==> config.mk <==
export PLATFORM = sky130hd
export DESIGN_NAME = clock_offset_tracker_flat
export DESIGN_NICKNAME = d
export VERILOG_FILES = /design/src/rtl/cot_pkg.sv /design/src/rtl/cot_ifs.sv /design/src/rtl/cot_measure.sv /design/src/rtl/cot_step.sv /design/src/rtl/clock_offset_tracker.sv /design/src/flat_wrapper.sv
export SDC_FILE = /design/constraint.sdc
export NUM_CORES = 2
export LEC_CHECK = 0
export BUFFER_PORTS_ARGS = -buffer_cell sky130_fd_sc_hd__buf_4
export CORE_MARGIN = 2
export CORE_UTILIZATION = 64
export DETAILED_ROUTE_END_ITERATION = 16
export PLACE_DENSITY = 0.83
export REMOVE_ABC_BUFFERS = 1
export SETUP_SLACK_MARGIN = 0.5
export SYNTH_ARGS = -nofsm -noshare
export SYNTH_HDL_FRONTEND = slang
export SYNTH_HIERARCHICAL = 1
export SYNTH_SLANG_ARGS = --single-unit
export TNS_END_PERCENT = 1
==> constraint.sdc <==
create_clock -name clock -period 21.1 [get_ports clock]
set_clock_uncertainty 0.05 [all_clocks]
set_input_delay 3.165 -clock clock [delete_from_list [all_inputs] [get_ports clock]]
set_output_delay 3.165 -clock clock [all_outputs]
set_load 0.05 [all_outputs]
==> src/rtl/cot_pkg.sv <==
// Package: shared beat types, register indexes and constants for the clock offset tracker.
package cot_pkg;

   localparam int CsrAddrWidth = 4;
   localparam int CsrDataWidth = 32;
   localparam int WeightWidth  = 17;
   localparam int ThreshWidth  = 30;

   // Register indexes on the configuration channel
   localparam logic [CsrAddrWidth-1:0] RegBlendWeight   = CsrAddrWidth'(0);
   localparam logic [CsrAddrWidth-1:0] RegSnapThreshold = CsrAddrWidth'(1);

   localparam logic [WeightWidth-1:0] WeightOne        = WeightWidth'(65536);
   localparam logic [WeightWidth-1:0] WeightReset      = WeightWidth'(62259);
   localparam logic [ThreshWidth-1:0] ThreshReset      = ThreshWidth'(10000000);

   localparam logic [63:0] Int64Max = 64'h7FFF_FFFF_FFFF_FFFF;
   localparam logic [63:0] Int64Min = 64'h8000_0000_0000_0000;

   localparam logic CmdSync    = 1'b0;
   localparam logic CmdConvert = 1'b1;

   typedef struct packed {
      logic        command;
      logic [63:0] remote_stamp;
      logic [63:0] sent_stamp;
      logic [63:0] local_now;
      logic [63:0] remote_time;
   } req_type;

   typedef struct packed {
      logic [63:0] local_time;
      logic        used_fallback;
      logic [63:0] offset_now;
      logic        snapped;
      logic        is_synced;
   } rsp_type;

   // Stage two contents: measurement already formed from the raw stamps
   typedef struct packed {
      logic        command;
      logic        take_meas;
      logic [63:0] meas;
      logic [63:0] local_now;
      logic [63:0] remote_time;
   } stage_type;

endpackage

==> src/rtl/cot_ifs.sv <==
// Interfaces: request, response and configuration channels of the clock offset tracker.
interface cot_req_if;
   logic             valid;
   logic             ready;
   cot_pkg::req_type data;
   modport source (output valid, output data, input ready);
   modport sink   (input valid, input data, output ready);
endinterface

interface cot_rsp_if;
   logic             valid;
   logic             ready;
   cot_pkg::rsp_type data;
   modport source (output valid, output data, input ready);
   modport sink   (input valid, input data, output ready);
endinterface

interface cot_csr_if;
   logic                               valid;
   logic                               ready;
   logic [cot_pkg::CsrAddrWidth-1:0]   index;
   logic [cot_pkg::CsrDataWidth-1:0]   wdata;
   modport source (output valid, output index, output wdata, input ready);
   modport sink   (input valid, input index, input wdata, output ready);
endinterface

==> src/rtl/cot_measure.sv <==
// Measurement: (sent + now - 2*remote)/2 toward zero, saturated to 64 bits.
module cot_measure (
   input  cot_pkg::req_type   req,
   output cot_pkg::stage_type stage
);

   logic [65:0] sum_w;
   logic [65:0] adj_w;
   logic [64:0] half_w;
   logic [63:0] meas_w;

   assign sum_w = {{2{req.sent_stamp[63]}}, req.sent_stamp}
                + {{2{req.local_now[63]}}, req.local_now}
                - {req.remote_stamp[63], req.remote_stamp, 1'b0};
   // negative odd values round toward zero
   assign adj_w  = sum_w + {65'b0, sum_w[65]};
   assign half_w = adj_w[65:1];

   always_comb begin
      if (half_w[64] != half_w[63]) begin
         meas_w = half_w[64] ? cot_pkg::Int64Min : cot_pkg::Int64Max;
      end else begin
         meas_w = half_w[63:0];
      end
   end

   assign stage.command     = req.command;
   assign stage.take_meas   = (req.command == cot_pkg::CmdSync) && !req.remote_stamp[63]
                            && (req.remote_stamp != 64'b0);
   assign stage.meas        = meas_w;
   assign stage.local_now   = req.local_now;
   assign stage.remote_time = req.remote_time;

endmodule

==> src/rtl/cot_step.sv <==
// Step: snap or blend of the stored offset, and remote-to-local conversion.
module cot_step (
   input  cot_pkg::stage_type                 stage,
   input  logic [63:0]                        offset,
   input  logic                               synced,
   input  logic [cot_pkg::WeightWidth-1:0]    weight,
   input  logic [cot_pkg::ThreshWidth-1:0]    thresh,
   output cot_pkg::rsp_type                   rsp
);

   logic [64:0]                     d_w;
   logic [64:0]                     mag_w;
   logic                            snap_w;
   logic [cot_pkg::WeightWidth-1:0] w_eff;
   logic signed [30:0]              d_s;
   logic signed [17:0]              w_s;
   logic signed [48:0]              prod_w;
   logic [80:0]                     sprod_w;
   logic [80:0]                     total_w;
   logic [80:0]                     adj_w;
   logic [63:0]                     blend_w;
   logic [64:0]                     csum_w;
   logic                            fallback_w;

   assign d_w    = {stage.meas[63], stage.meas} - {offset[63], offset};
   assign mag_w  = d_w[64] ? (65'b0 - d_w) : d_w;
   assign snap_w = !synced || (mag_w > {35'b0, thresh});

   assign w_eff   = (weight > cot_pkg::WeightOne) ? cot_pkg::WeightOne : weight;
   // |d| is under 2^30 whenever the blend is used, so d fits 31 bits signed
   assign d_s     = d_w[30:0];
   assign w_s     = {1'b0, w_eff};
   assign prod_w  = d_s * w_s;
   assign sprod_w = {{32{prod_w[48]}}, prod_w};
   assign total_w = {offset[63], offset, 16'b0} + sprod_w;
   assign adj_w   = total_w + (total_w[80] ? 81'h0FFFF : 81'b0);
   // weighted mean of two 64-bit values, no saturation needed
   assign blend_w = adj_w[79:16];

   assign csum_w     = {stage.remote_time[63], stage.remote_time} + {offset[63], offset};
   assign fallback_w = !synced || csum_w[64];

   always_comb begin
      rsp.local_time    = 64'b0;
      rsp.used_fallback = 1'b0;
      rsp.offset_now    = offset;
      rsp.snapped       = 1'b0;
      rsp.is_synced     = synced;
      if (stage.command == cot_pkg::CmdConvert) begin
         rsp.used_fallback = fallback_w;
         if (fallback_w) begin
            rsp.local_time = stage.local_now;
         end else if (csum_w[63]) begin
            rsp.local_time = cot_pkg::Int64Max;
         end else begin
            rsp.local_time = csum_w[63:0];
         end
      end else if (stage.take_meas) begin
         rsp.is_synced = 1'b1;
         rsp.snapped   = snap_w;
         rsp.offset_now = snap_w ? stage.meas : blend_w;
      end
   end

endmodule

==> src/rtl/clock_offset_tracker.sv <==
// Top level: clock offset tracker with three-register pipeline and config registers.
//
//   channel  | dir | handshake     | payload
//   ---------+-----+---------------+-----------------------------------------------
//   req_ch   | in  | valid / ready | command, remote_stamp, sent_stamp, local_now,
//            |     |               | remote_time
//   rsp_ch   | out | valid / ready | local_time, used_fallback, offset_now, snapped,
//            |     |               | is_synced
//   csr_ch   | in  | valid / ready | index, wdata (ready always high)
//
// One beat per cycle sustained while rsp_ch is not stalled; each request beat passes
// the input register, measurement register and result register before its result appears.
// The rate is set by the offset update in the step unit: measurement-to-offset
// compare, one 31x18 signed multiply and the blend add close combinationally on stage two.
// Synchronous active-high reset clears the offset, synced flag, valids and
// restores the register defaults. A stalled rsp_ch back-pressures the stages
// in turn; req_ch.ready drops only when all three registers are full.
module clock_offset_tracker (
   input  logic        clock,
   input  logic        reset,
   cot_req_if.sink     req_ch,
   cot_rsp_if.source   rsp_ch,
   cot_csr_if.sink     csr_ch
);

   // config registers
   logic [cot_pkg::WeightWidth-1:0] weight_ff;
   logic [cot_pkg::ThreshWidth-1:0] thresh_ff;

   // tracking state
   logic [63:0] offset_ff;
   logic        synced_ff;

   // pipeline
   logic               s1_valid_ff;
   cot_pkg::req_type   s1_data_ff;
   logic               s2_valid_ff;
   cot_pkg::stage_type s2_data_ff;
   logic               rsp_valid_ff;
   cot_pkg::rsp_type   rsp_data_ff;

   logic               s1_valid_in;
   logic               s2_valid_in;
   logic               rsp_valid_in;

   cot_pkg::stage_type meas_stage;
   cot_pkg::rsp_type   step_rsp;

   logic out_open;
   logic s2_move;
   logic s1_move;
   logic req_take;

   // stall chain, back from the result register
   assign out_open = !rsp_valid_ff || rsp_ch.ready;
   assign s2_move  = s2_valid_ff && out_open;
   assign s1_move  = s1_valid_ff && (!s2_valid_ff || s2_move);
   assign req_ch.ready = !s1_valid_ff || s1_move;
   assign req_take = req_ch.valid && req_ch.ready;

   assign csr_ch.ready = 1'b1;

   assign rsp_ch.valid = rsp_valid_ff;
   assign rsp_ch.data  = rsp_data_ff;

   cot_measure u_measure (
      .req   (s1_data_ff),
      .stage (meas_stage)
   );

   cot_step u_step (
      .stage  (s2_data_ff),
      .offset (offset_ff),
      .synced (synced_ff),
      .weight (weight_ff),
      .thresh (thresh_ff),
      .rsp    (step_rsp)
   );

   always_comb begin
      s1_valid_in  = req_take || (s1_valid_ff && !s1_move);
      s2_valid_in  = s1_move || (s2_valid_ff && !s2_move);
      rsp_valid_in = s2_move || (rsp_valid_ff && !rsp_ch.ready);
   end

   always_ff @(posedge clock) begin
      if (reset) begin
         s1_valid_ff  <= 1'b0;
         s2_valid_ff  <= 1'b0;
         rsp_valid_ff <= 1'b0;
      end else begin
         s1_valid_ff  <= s1_valid_in;
         s2_valid_ff  <= s2_valid_in;
         rsp_valid_ff <= rsp_valid_in;
      end
   end

   // payload registers
   always_ff @(posedge clock) begin
      if (req_take) begin
         s1_data_ff <= req_ch.data;
      end
      if (s1_move) begin
         s2_data_ff <= meas_stage;
      end
      if (s2_move) begin
         rsp_data_ff <= step_rsp;
      end
   end

   // offset state advances as each stage-two beat leaves
   always_ff @(posedge clock) begin
      if (reset) begin
         offset_ff <= 64'b0;
         synced_ff <= 1'b0;
      end else if (s2_move) begin
         offset_ff <= step_rsp.offset_now;
         synced_ff <= step_rsp.is_synced;
      end
   end

   always_ff @(posedge clock) begin
      if (reset) begin
         weight_ff <= cot_pkg::WeightReset;
         thresh_ff <= cot_pkg::ThreshReset;
      end else if (csr_ch.valid && csr_ch.ready) begin
         unique case (csr_ch.index)
            cot_pkg::RegBlendWeight: begin
               weight_ff <= csr_ch.wdata[cot_pkg::WeightWidth-1:0];
            end
            cot_pkg::RegSnapThreshold: begin
               thresh_ff <= csr_ch.wdata[cot_pkg::ThreshWidth-1:0];
            end
            default: begin
            end
         endcase
      end
   end

   // once synced, only reset clears the flag
   a_synced_sticky: assert property (@(posedge clock) disable iff (reset)
      synced_ff |=> synced_ff)
      else $error("synced flag dropped");

   // a snap always leaves the block synced and is never a fallback
   a_snap_synced: assert property (@(posedge clock) disable iff (reset)
      (rsp_valid_ff && rsp_data_ff.snapped) |-> (rsp_data_ff.is_synced
                                                 && !rsp_data_ff.used_fallback))
      else $error("snap result inconsistent");

   // offset stays zero until the first measurement is taken
   a_unsynced_zero: assert property (@(posedge clock) disable iff (reset)
      !synced_ff |-> (offset_ff == 64'b0))
      else $error("offset moved while unsynced");

   // a taken request beat always lands in the input register
   a_req_lands: assert property (@(posedge clock) disable iff (reset)
      req_take |=> s1_valid_ff)
      else $error("request beat lost");

endmodule
==> src/flat_wrapper.sv <==
// flat-port wrapper written by rule: the top's interface ports become plain ports
module clock_offset_tracker_flat 
  (clock, reset, req_ch_valid, req_ch_data, req_ch_ready, rsp_ch_valid, rsp_ch_data, rsp_ch_ready, csr_ch_valid, csr_ch_index, csr_ch_wdata, csr_ch_ready);
  cot_req_if req_ch_i ();
  cot_rsp_if rsp_ch_i ();
  cot_csr_if csr_ch_i ();
  input  logic clock;
  input  logic reset;
  input wire logic [$bits(req_ch_i.valid)-1:0] req_ch_valid;
  input wire logic [$bits(req_ch_i.data)-1:0] req_ch_data;
  output wire logic [$bits(req_ch_i.ready)-1:0] req_ch_ready;
  output wire logic [$bits(rsp_ch_i.valid)-1:0] rsp_ch_valid;
  output wire logic [$bits(rsp_ch_i.data)-1:0] rsp_ch_data;
  input wire logic [$bits(rsp_ch_i.ready)-1:0] rsp_ch_ready;
  input wire logic [$bits(csr_ch_i.valid)-1:0] csr_ch_valid;
  input wire logic [$bits(csr_ch_i.index)-1:0] csr_ch_index;
  input wire logic [$bits(csr_ch_i.wdata)-1:0] csr_ch_wdata;
  output wire logic [$bits(csr_ch_i.ready)-1:0] csr_ch_ready;
  assign req_ch_i.valid = req_ch_valid;
  assign req_ch_i.data = req_ch_data;
  assign req_ch_ready = req_ch_i.ready;
  assign rsp_ch_valid = rsp_ch_i.valid;
  assign rsp_ch_data = rsp_ch_i.data;
  assign rsp_ch_i.ready = rsp_ch_ready;
  assign csr_ch_i.valid = csr_ch_valid;
  assign csr_ch_i.index = csr_ch_index;
  assign csr_ch_i.wdata = csr_ch_wdata;
  assign csr_ch_ready = csr_ch_i.ready;
  clock_offset_tracker u_core (.clock(clock), .reset(reset), .req_ch(req_ch_i), .rsp_ch(rsp_ch_i), .csr_ch(csr_ch_i));
endmodule
=== Yosys cells after proc, flatten, opt, wreduce, memory -nomap -nowiden ===
Index checks and enable logic that the tools add are counted.

* Flip-flop bits (word level): 697
* Input bits: 298
* Output and inout bits: 134
* Word-level logic and storage cells: 76

* Add/sub/neg operators: 8
* $mul: 1
* $lt $le $gt $ge: 2
* Equal/unequal tests: 2
* Muxes and demuxes: 10
* Bitwise logic cells: 2
* Reduce and logical (&&, ||, !) cells: 29

{| class="wikitable"
|+ Operators by type and width
! cell !! number
|-
| $mux W64 || 4
|-
| $mux W66 || 2
|-
| $add A64 B64 Y65 || 2
|-
| $add A80 B49 Y81 || 1
|-
| $add A80 B16 Y80 || 1
|-
| $add A66 B1 Y66 || 1
|-
| $sub A66 B66 Y66 || 1
|-
| $gt A65 B30 Y1 || 1
|-
| $mux W65 || 1
|-
| $sub A1 B65 Y65 const A || 1
|-
| $sub A64 B64 Y65 || 1
|-
| $reduce_bool A64 Y1 || 1
|-
| $mux W63 || 1
|-
| $mul A31 B18 Y49 || 1
|-
| $gt A17 B17 Y1 const B || 1
|-
| $mux W17 || 1
|-
| $mux W16 || 1
|-
| $logic_and A1 B1 Y1 || 8
|-
| $logic_not A1 Y1 || 8
|-
| $logic_or A1 B1 Y1 || 8
|-
| $eq A4 B1 Y1 const B || 1
|-
| $logic_not A4 Y1 || 1
|-
| $reduce_and A2 Y1 || 2
|-
| $not A1 Y1 || 2
|-
| other kinds (2) || 2
|}

=== Longest topological paths before layout ===
* Depth in word-level cells: 9
* Mapped depth: 52
* Depth with buffers taken out: 49

=== Hierarchy ===
The synthesis kept the hierarchy.

{| class="wikitable"
|+ By module, submodules not included
! module !! instances !! cells an instance !! area an instance (um^2)
|-
| cot_step || 1 || 5,315 || 40,702.8
|-
| clock_offset_tracker || 1 || 1,098 || 22,004.9
|-
| cot_measure || 1 || 1,576 || 10,380.0
|}

=== Worst setup path after synthesis ===
OpenSTA, ideal clock, no wires.

* Path type: input-to-reg
* Start: input port rsp_ch_ready
* End: register u_core/s2_data_ff[0] (netlist name) (enable)
* Data arrival time: 17.417 ns
* Setup slack: 2.590 ns
* Stages: 3
* Cell sequence: nor2b_1 clkbuf_1 a21boi_0

* Longest elaborated chain between the ends: 4

{| class="wikitable"
|+ RTL lines
! element !! RTL line !! RTL
|-
| start: declaration || flat_wrapper.sv:14 || <nowiki>input wire logic [$bits(rsp_ch_i.ready)-1:0] rsp_ch_ready;</nowiki>
|-
| $logic_or A1 B1 Y1 || clock_offset_tracker.sv:55 || <nowiki>assign out_open = !rsp_valid_ff || rsp_ch.ready;</nowiki>
|-
| $logic_and A1 B1 Y1 || clock_offset_tracker.sv:56 || <nowiki>assign s2_move = s2_valid_ff && out_open;</nowiki>
|-
| $logic_or A1 B1 Y1 || clock_offset_tracker.sv:57 || <nowiki>assign s1_move = s1_valid_ff && (!s2_valid_ff || s2_move);</nowiki>
|-
| $logic_and A1 B1 Y1 || clock_offset_tracker.sv:57 ||
|-
| named net u_core.s1_move || clock_offset_tracker.sv:51 || <nowiki>logic s1_move;</nowiki>
|-
| end signal: assignment || clock_offset_tracker.sv:104 || <nowiki>s2_data_ff <= meas_stage;</nowiki>
|-
| end: declaration || clock_offset_tracker.sv:38 || <nowiki>cot_pkg::stage_type s2_data_ff;</nowiki>
|}

The timed path passes the listed nets, and every way through them passes these cells.
A chain may end at the register's enable or synchronous reset.

==> impl_results.md <==
* Outcome: finished, final reports clean
* Top Metal Used: met5
* Htree depth at 3
* Seq/Total Area, Yosys at 0.271
* Root Driver: clkbuf_16
* Clock edge transition at the registers on the reported setup and hold paths at 80 ps
* GRT Total Usage at 0.430
* Final period util at 0.791
* RSZ-0062 raised after global routing: false
* Post-synthesis cell count at 7989
* Multi-input gate area at 46300 µm²
* Mean post-synth cell area at 9.15 µm²
* Dpl hpwl at 201000 µm
* Top FF cell, synth: edfxtp_1
* Clock sinks at 697
* CP bufs+invs at 7
* Initial antenna violation count at 4
* Length of routed met2 wiring at 115000 µm
* Startpoint types: register
* Commonest non-fill, non-tap cells in the layout: inv_1, fa_1, nand2_1, edfxtp_1, nor2_1
* Reg2reg path depth at 45
* GPL Wtd Cong at 1.04
* Met1 Wirelength at 94000 µm
* Final hold violation count at 0
* Final non-filler cell total at 9627
* Critical path class: register to register
* ANT cells at 0
* CTS tree: yes
* Final WS setup at 4400 ps
* Commonest non-fill, non-tap cell in the layout: inv_1
* Vias per inst at 6.55
* Routed Antenna Nets at 0
* Placed cells at 9501
* Die area at 117000 µm²
* Layout fillers at 8462
* Setup violation total in the final timing report at 0
* Pre-CTS WS at 4760 ps
* Overall die width at 342 µm
* Total area of sequential cells at 19800 µm²
* Clock Latency Late Sink at 660 ps
* Hold Crit Class: register to register
* # rows at 123
* DR WL met3 at 30600 µm
* IO Pins at 432
* Post-cts resize count at 0
* DR WL/cell at 26.4 µm
* DRT Pass-1 Iters at 6
* Final period demand of the worst path at 16700 ps
* Required @ worst endpoint at 21610 ps
* # port buffers at 428
* Hold Crit Depth at 0
* CTS max path bufs at 3
* First-pass GRT wire length at 379000 µm
* Starting Density at 0.648
* Via count at 63054
* Yosys cell types at 119
* Share of cells above drive strength 1 at 0.106
* Setup_tns at 0 ps
* Arr. time, crit path at 17210 ps
* Routed WL at 254000 µm
* Post-synth EDFFs at 582
* Top cell by count, worst path: fa_1
* CP top delay family: compound AO/OA/AOI/OAI gates
* Worst Setup End Kind: register
* NumNets Final at 9495
* Worst Path Max Fanout at 44
* Num CTS Buffers at 69
* Post-synth ARST share at 0
* FMAX at 59.9 MHz
* Worst path depth at 45
* Core ar. at 113000 µm²
* Drt drc at 0
* Grt ovf at 0
* Hold_buf cts at 0
* Measured slew at the worst slew-check pin at 1300 ps
* Area Growth Syn to Fin at 7.90%
* Rel. slew slack at 0.135
* Syn. warnings at 6
* Yosys reg bits at 697
* Max-Cap Viols at 0
* Layout Utilization at 0.699
* 1st-iter DRT viols at 7508
* Final Max Tran Viols at 0
* Cell Area, Synth at 73100 µm²
* Vias in the first global route at 62534
* CP peak stage delay at 830 ps
* Largest net degree at the start of global routing at 172
* Flop2flop setup slack at 4400 ps
* Die Y at 342 µm
* Slowest-stage cell, CP: a2111oi_0
* Post-CTS Setup Inserts at 0
flip-flops by register name, summed over array words and instances, names as in the netlist, 17 cells and up:
signal	cells
u_core/weight_ff	17
u_core/s1_data_ff	257
u_core/thresh_ff	30
u_core/s2_data_ff	194
u_core/offset_ff	64
u_core/rsp_ch.data	131
logic make-up after synthesis:
logic type | count (synthesis) | synth area share
buf+inv | 1754 | 0.0986
mux | 52 | 0.00726
flops | 697 | 0.271
simple gates | 2213 | 0.149
fa+ha+maj | 1125 | 0.266
compound gates | 1777 | 0.164
xor+xnor | 370 | 0.0446
other cells | 1 | 0.0000513
metrics by stage:
step	cell area, µm²	hold WS (ps)
floorplan	70600	350
detailed placement	76600	355
global placement	76600	353
finish	78900	362
global route	78900	371
CTS	78900	365
final cells by class:
type / count / share of cell area
Clock buffer: 84 / 0.0235
Clock inverter: 42 / 0.00571
Inverter: 1246 / 0.0593
Multi-Input combinational cell: 5538 / 0.587
Sequential cell: 697 / 0.251
Tap cell: 1500 / 0.0238
Timing Repair Buffer: 520 / 0.0497
worst reg2reg max path: cells and delay by family, from the launching register on:
kind | cells | cell delay (ps)
flops | 1 | 750
xor+xnor | 1 | 200
simple gates | 15 | 4700
fa+ha+maj | 9 | 4670
buf+inv | 7 | 1460
compound gates | 13 | 4770
final timing paths:
check | start | end
worst min register to register | u_core/s1_data_ff[33] | u_core/s2_data_ff[33]
worst min-delay path | u_core/s1_data_ff[33] | u_core/s2_data_ff[33]
worst max register to register | u_core/offset_ff[21] | u_core/offset_ff[32]
worst max-delay path | u_core/offset_ff[21] | u_core/offset_ff[32]
Yosys cell counts, types with 44 or more instances:
cell / count / area (µm²)
ha_1: 410 / 5130
o21a_1: 61 / 458
nor3_1: 112 / 561
nand4_1: 134 / 838
clkbuf_1: 290 / 1090
o21ai_0: 320 / 1600
inv_1: 1244 / 4670
mux2i_1: 44 / 440
fa_1: 715 / 14300
a21oi_1: 483 / 2420
o211ai_1: 48 / 360
edfxtp_1: 582 / 17500
o31ai_1: 46 / 345
nand3_1: 183 / 916
o221a_2: 69 / 777
and3_1: 55 / 344
nor4_1: 66 / 413
buf_2: 64 / 320
xor2_1: 127 / 1110
nand2b_1: 72 / 450
o21ai_1: 54 / 270
a31oi_1: 99 / 619
a21o_1: 135 / 1010
xnor2_1: 242 / 2120
nor2_1: 569 / 2140
o22ai_1: 58 / 363
buf_4: 132 / 991
and2_1: 80 / 500
a211oi_1: 45 / 338
dfxtp_1: 115 / 2300
o21bai_1: 50 / 375
nand2_1: 657 / 2470
routing by layer:
metal / track usage / up-vias
met5: 0 / -
met4: 0.202 / 4
met3: 0.106 / 696
met2: 0.677 / 3982
met1: 0.562 / 30942
li1: - / 27430
Power is not shown: default switching activity piles up to over one toggle a cycle in this logic, so the estimate is an artifact.
